--- config.mk ---
export PLATFORM = sky130hd
export DESIGN_NAME = psbs_ram
export DESIGN_NICKNAME = d
export VERILOG_FILES = /design/src/rtl/psbs_ram.sv
export SDC_FILE = /design/constraint.sdc
export NUM_CORES = 1
export LEC_CHECK = 0
export BUFFER_PORTS_ARGS = -buffer_cell sky130_fd_sc_hd__buf_2
export CORE_MARGIN = 2
export CORE_UTILIZATION = 33
export CTS_CLUSTER_SIZE = 20
export DETAILED_ROUTE_END_ITERATION = 16
export PLACE_DENSITY_LB_ADDON = 0.05
export SLEW_MARGIN = 20
export SYNTH_ARGS = -nofsm -noshare
export SYNTH_HDL_FRONTEND = slang
export SYNTH_SLANG_ARGS = --single-unit
--- constraint.sdc ---
create_clock -name clk -period 2.1 [get_ports clk]
set_input_delay 0.315 -clock clk [delete_from_list [all_inputs] [get_ports clk]]
set_output_delay 0.315 -clock clk [all_outputs]
set_load 0.01 [all_outputs]
--- src/rtl/psbs_ram.sv ---
// psbs_ram: generic single-port-write, registered-read RAM.
// No dependencies.
`timescale 1ns / 1ps
module psbs_ram #(
  parameter int Width = 8,
  parameter int Depth = 16
) (
  input  logic                     clk,
  input  logic                     we,
  input  logic [$clog2(Depth)-1:0] waddr,
  input  logic [Width-1:0]         wdata,
  input  logic [$clog2(Depth)-1:0] raddr,
  output logic [Width-1:0]         rdata
);
  logic [Width-1:0] mem [Depth];
  always_ff @(posedge clk) begin
    if (we) mem[waddr] <= wdata;
    rdata <= mem[raddr];
  end
endmodule

==> flow_results.org <==
** Outcome
- Run status :: finished clean

** Critical path
- Cell breakdown of the critical path :: mux4_1, a22oi_1, nand2_1
- Critical Path Slowest Stage Cell :: sky130_fd_sc_hd__mux4_1
- The cell family contributing the most delay on the critical path is multiplexers.
- Slowest stage delay, CP :: 540 ps
- By startpoint and endpoint, the worst setup path is classified as flip-flop to flip-flop.
- Register-to-Register Path Depth :: 3
- Across all register-to-register paths, the minimum setup slack is 690 ps.
- In this run the worst path has a maximum fanout of 1.
- Arrival time of data at the critical path endpoint :: 1700 ps
- RR Endpoint :: rdata[3]
- The worst setup path is launched from a flip-flop.
- Critical R2R Launch :: mem[5][3]
- Counting both buffers and inverters, the worst setup path holds a total of 0.
- CP Capture Type :: flip-flop
- For the worst setup path, the data required time is 2380 ps.

** Logic synthesis
- Synthesis instantiated 19 different standard cells from the library.
- The number of nets in the synthesized netlist is 247.
- Combined area of all synthesized cells :: 0.005147 mm^2
- Counting instances in the post-synthesis netlist gives the leading cell types as 128 x sky130_fd_sc_hd__edfxtp_1, 18 x sky130_fd_sc_hd__mux4_2, 16 x sky130_fd_sc_hd__a22oi_1, 14 x sky130_fd_sc_hd__mux4_1, 13 x sky130_fd_sc_hd__nor2_1.
- Among all flip-flop cells after synthesis, the most frequent one is sky130_fd_sc_hd__edfxtp_1.
- Synthesis handed over a netlist of 229 instances.
- Top post-synthesis cells by area :: sky130_fd_sc_hd__edfxtp_1 75%, sky130_fd_sc_hd__mux4_2 7.9%, sky130_fd_sc_hd__mux4_1 7.1%
- Seq/Total Area, Yosys :: 77.78%
- By instance count, the leading cell after synthesis is sky130_fd_sc_hd__edfxtp_1.
- Fraction of registers with async set/reset :: 0%
- In this run the mean area of a mapped cell was 22.48 um^2.
- After synthesis, the largest area contributor takes up 74.67% of total cell area.
- The biggest area contributor in the post-synthesis netlist is sky130_fd_sc_hd__edfxtp_1.
- The Yosys step of the flow raised 0 warnings.
- Number of synthesized flops with an enable pin :: 128
- Number of flip-flops and latches in the synthesized netlist :: 136

** Clock network
- Total setup buffers inserted after CTS :: 0
- CTS tree :: yes
- Clock tree synthesis inserted a total of 17 buffers.
- Clock transition at the registers of the reported paths :: 50 ps
- For the worst-skew pair, the clock arrives at the later sink with an insertion delay of 410 ps.
- Sinks on the clock net :: 136
- Count of hold buffers inserted by post-cts repair :: 0
- Number of levels the H-tree was split into :: 4
- Cells resized by post-CTS repair :: 0
- The clock passes through at most 2 buffers.
- The tree is rooted in a sky130_fd_sc_hd__clkbuf_16.

** Global routing
- Met3 Usage GRT :: 3.368%
- Entering global routing, the biggest net connects 24 pins.
- Most congested layer reported by global routing :: met2
- The first global-routing pass estimated 16,240 um of wire.
- Fraction of met1 tracks used by global routing :: 20.09%
- The number of antenna violations at the first check in global routing came to 0.
- Global routing finished with a remaining overflow of 0.
- Global routing consumed, over all layers together, 14.22% of the routing resources.
- For met2 alone, demand over resource in global routing was 20.95%.
- The via count of the first global-routing pass is 2,507.

** Power and ir drop
- Total power of the final layout :: 5.895 mW
- Worst ir drop on vdd :: 529.8 uV
- Power spread over the standard cell area amounts to 961.4 mW/mm^2.
- For this design the static power due to leakage is 2.084 nW.

** Routing
- Before antenna repair, the detailed router went through 4 iterations.
- The detail route stage leaves a number of antenna-violating nets equal to 0.
- Wires add up to 10,620 um.
- In the routed layout, each cell is associated on average with a via count of 4.871.
- Vias after detailed routing :: 2,382
- In the routed design, unresolved DRC markers number 0.
- After detailed routing, the average wire length per cell comes to 21.72 um.
- Number of DRC violations after detailed-routing iteration 0 :: 171

** Final layout
- Cells with a size suffix above 1 make up 30.90% of the layout.
- In the final layout, the multi-input gates occupy 0.001057 mm^2.
- Final antenna diode count :: 0
- Sequential cell area in the final layout :: 0.004004 mm^2
- Once layout is complete, the utilization of the core stands at 40.34%.
- Growth of design area from synthesis to finish :: 19.13%
- Fill cells in the final layout number 1,389.
- For this run, the post-layout net count is 307.

** STA
- Across the routed clock network, the largest skew measured is 6.350 ps.
- Fmax :: 708.3 MHz
- Final period utilization :: 67.23%
- Minimum period implied by the final worst setup slack :: 1412 ps
- For the final routed database, the setup TNS stands at 0 ps.
- For the pin with the worst max-slew slack, the measured transition is 552.6 ps.
- Setup Viol. Count Final :: 0
- The number of endpoints with negative hold slack in the final report was 0.
- Unrepaired setup endpoints after global routing :: false
- Worst slack on hold paths :: 291.5 ps
- Slew Limit Headroom :: 63.03%
- Total count of max-transition violations in the final report :: 0

** Worst hold path
- The worst hold path terminates at mem[7][2].
- Path type of the worst min-delay path :: input port to flip-flop
- Start point of the worst hold path :: wdata[2]
- Instance count along the most critical hold path :: 1

** Die
- Placeable core region :: 0.01520 mm^2
- Area of the die :: 0.01661 mm^2
- Row generation in the floorplan step produced 45 rows.
- The initial utilization of the core area, before any placement, comes to 33.86%.
- Die Span Y :: 128.9 um
- Boundary pin count :: 26
- Die width :: 128.9 um

** Place
- Placer congestion estimate :: 0.6861
- Final HPWL from detailed placement :: 7043 um
- Number of input and output port buffers inserted :: 25

** Run
- Across the run, the number of max-cap violations was 0.
## registers in the layout (all words and copies together), names as in the netlist
name   count
mem      128
rdata      8
## final cells by class
class	instances	area share (%)
multi-input combinational	83	17.24
clock inverter	4	0.3265
sequential	136	65.29
tap	188	3.836
timing repair buffer	51	5.427
clock buffer	27	7.876
## routing by layer
layer | share of wire, % | wire length [um]
met5 | 0 | 0
met4 | 1.1 | 112
met3 | 2.7 | 284
met2 | 46 | 4936
met1 | 50 | 5289
## stage by stage
step,area (um^2),instances,worst slack (ps)
2_1_floorplan,5147,229,292.1
3_3_place_gp,5629,458,293.5
3_5_place_dp,5629,458,299.7
4_1_cts,6132,489,707.6
5_1_grt,6132,489,623.7
6_report,6132,489,688.2
## kinds of logic (layout without fill, tap and decap cells)
family                 after synthesis  after routing  share of synthesized area (%)
AOI/OAI and AO/OA                   16             16                          2.334
muxes                               32             32                          15.02
DFF                                136            136                          77.78
and+or+nand+nor                     35             35                          3.184
buffers and inverters               10             82                          1.677
## worst max-delay path by stage
| stage | startpoint | endpoint | slack (ps) | cells past startpoint |
|---|---|---|---|---|
| after CTS | mem[5][3] | rdata[3] | 710 | 3 |
| final | mem[5][3] | rdata[3] | 690 | 3 |
| after detailed placement | raddr[0] | rdata[3] | 300 | 5 |
| after global routing | mem[0][1] | rdata[1] | 620 | 3 |
| after floorplan | waddr[2] | mem[0][0] | 290 | 2 |
| after global placement | raddr[0] | rdata[4] | 290 | 5 |
## worst reg2reg max path: cells and delay by family (launching register included)
| family | cells | cell delay (ps) |
|---|---|---|
| mux | 1 | 540 |
| flops | 1 | 360 |
| compound gates | 1 | 310 |
| simple gates | 1 | 90 |
## layout by cell type, fill, tap and decap left out
cell                        count
sky130_fd_sc_hd__edfxtp_1     128
sky130_fd_sc_hd__buf_2         25
sky130_fd_sc_hd__buf_4         25
sky130_fd_sc_hd__mux4_2        18
sky130_fd_sc_hd__clkbuf_16     17
sky130_fd_sc_hd__a22oi_1       16
sky130_fd_sc_hd__mux4_1        14
sky130_fd_sc_hd__nor2_1        13
sky130_fd_sc_hd__nand2_1        9
sky130_fd_sc_hd__clkbuf_1       8
sky130_fd_sc_hd__dfxtp_1        8
sky130_fd_sc_hd__nor3_1         4
sky130_fd_sc_hd__clkinv_2       4
sky130_fd_sc_hd__nand3b_1       2
sky130_fd_sc_hd__nand2b_1       2
sky130_fd_sc_hd__clkbuf_8       2
sky130_fd_sc_hd__nor2b_1        1
sky130_fd_sc_hd__and2_1         1
sky130_fd_sc_hd__and2b_1        1
sky130_fd_sc_hd__nand3_1        1
sky130_fd_sc_hd__or3b_2         1
sky130_fd_sc_hd__buf_12         1
## where the power goes
| part | leakage, nW | internal, mW | switching, mW | total (mW) |
|---|---|---|---|---|
| clock | 0.249 | 1.56 | 0.995 | 2.55 |
| sequential | 1.22 | 3.04 | 0.0156 | 3.05 |
| combinational | 0.612 | 0.126 | 0.167 | 0.292 |
No activity file was read; power rests on OpenSTA's default activity.
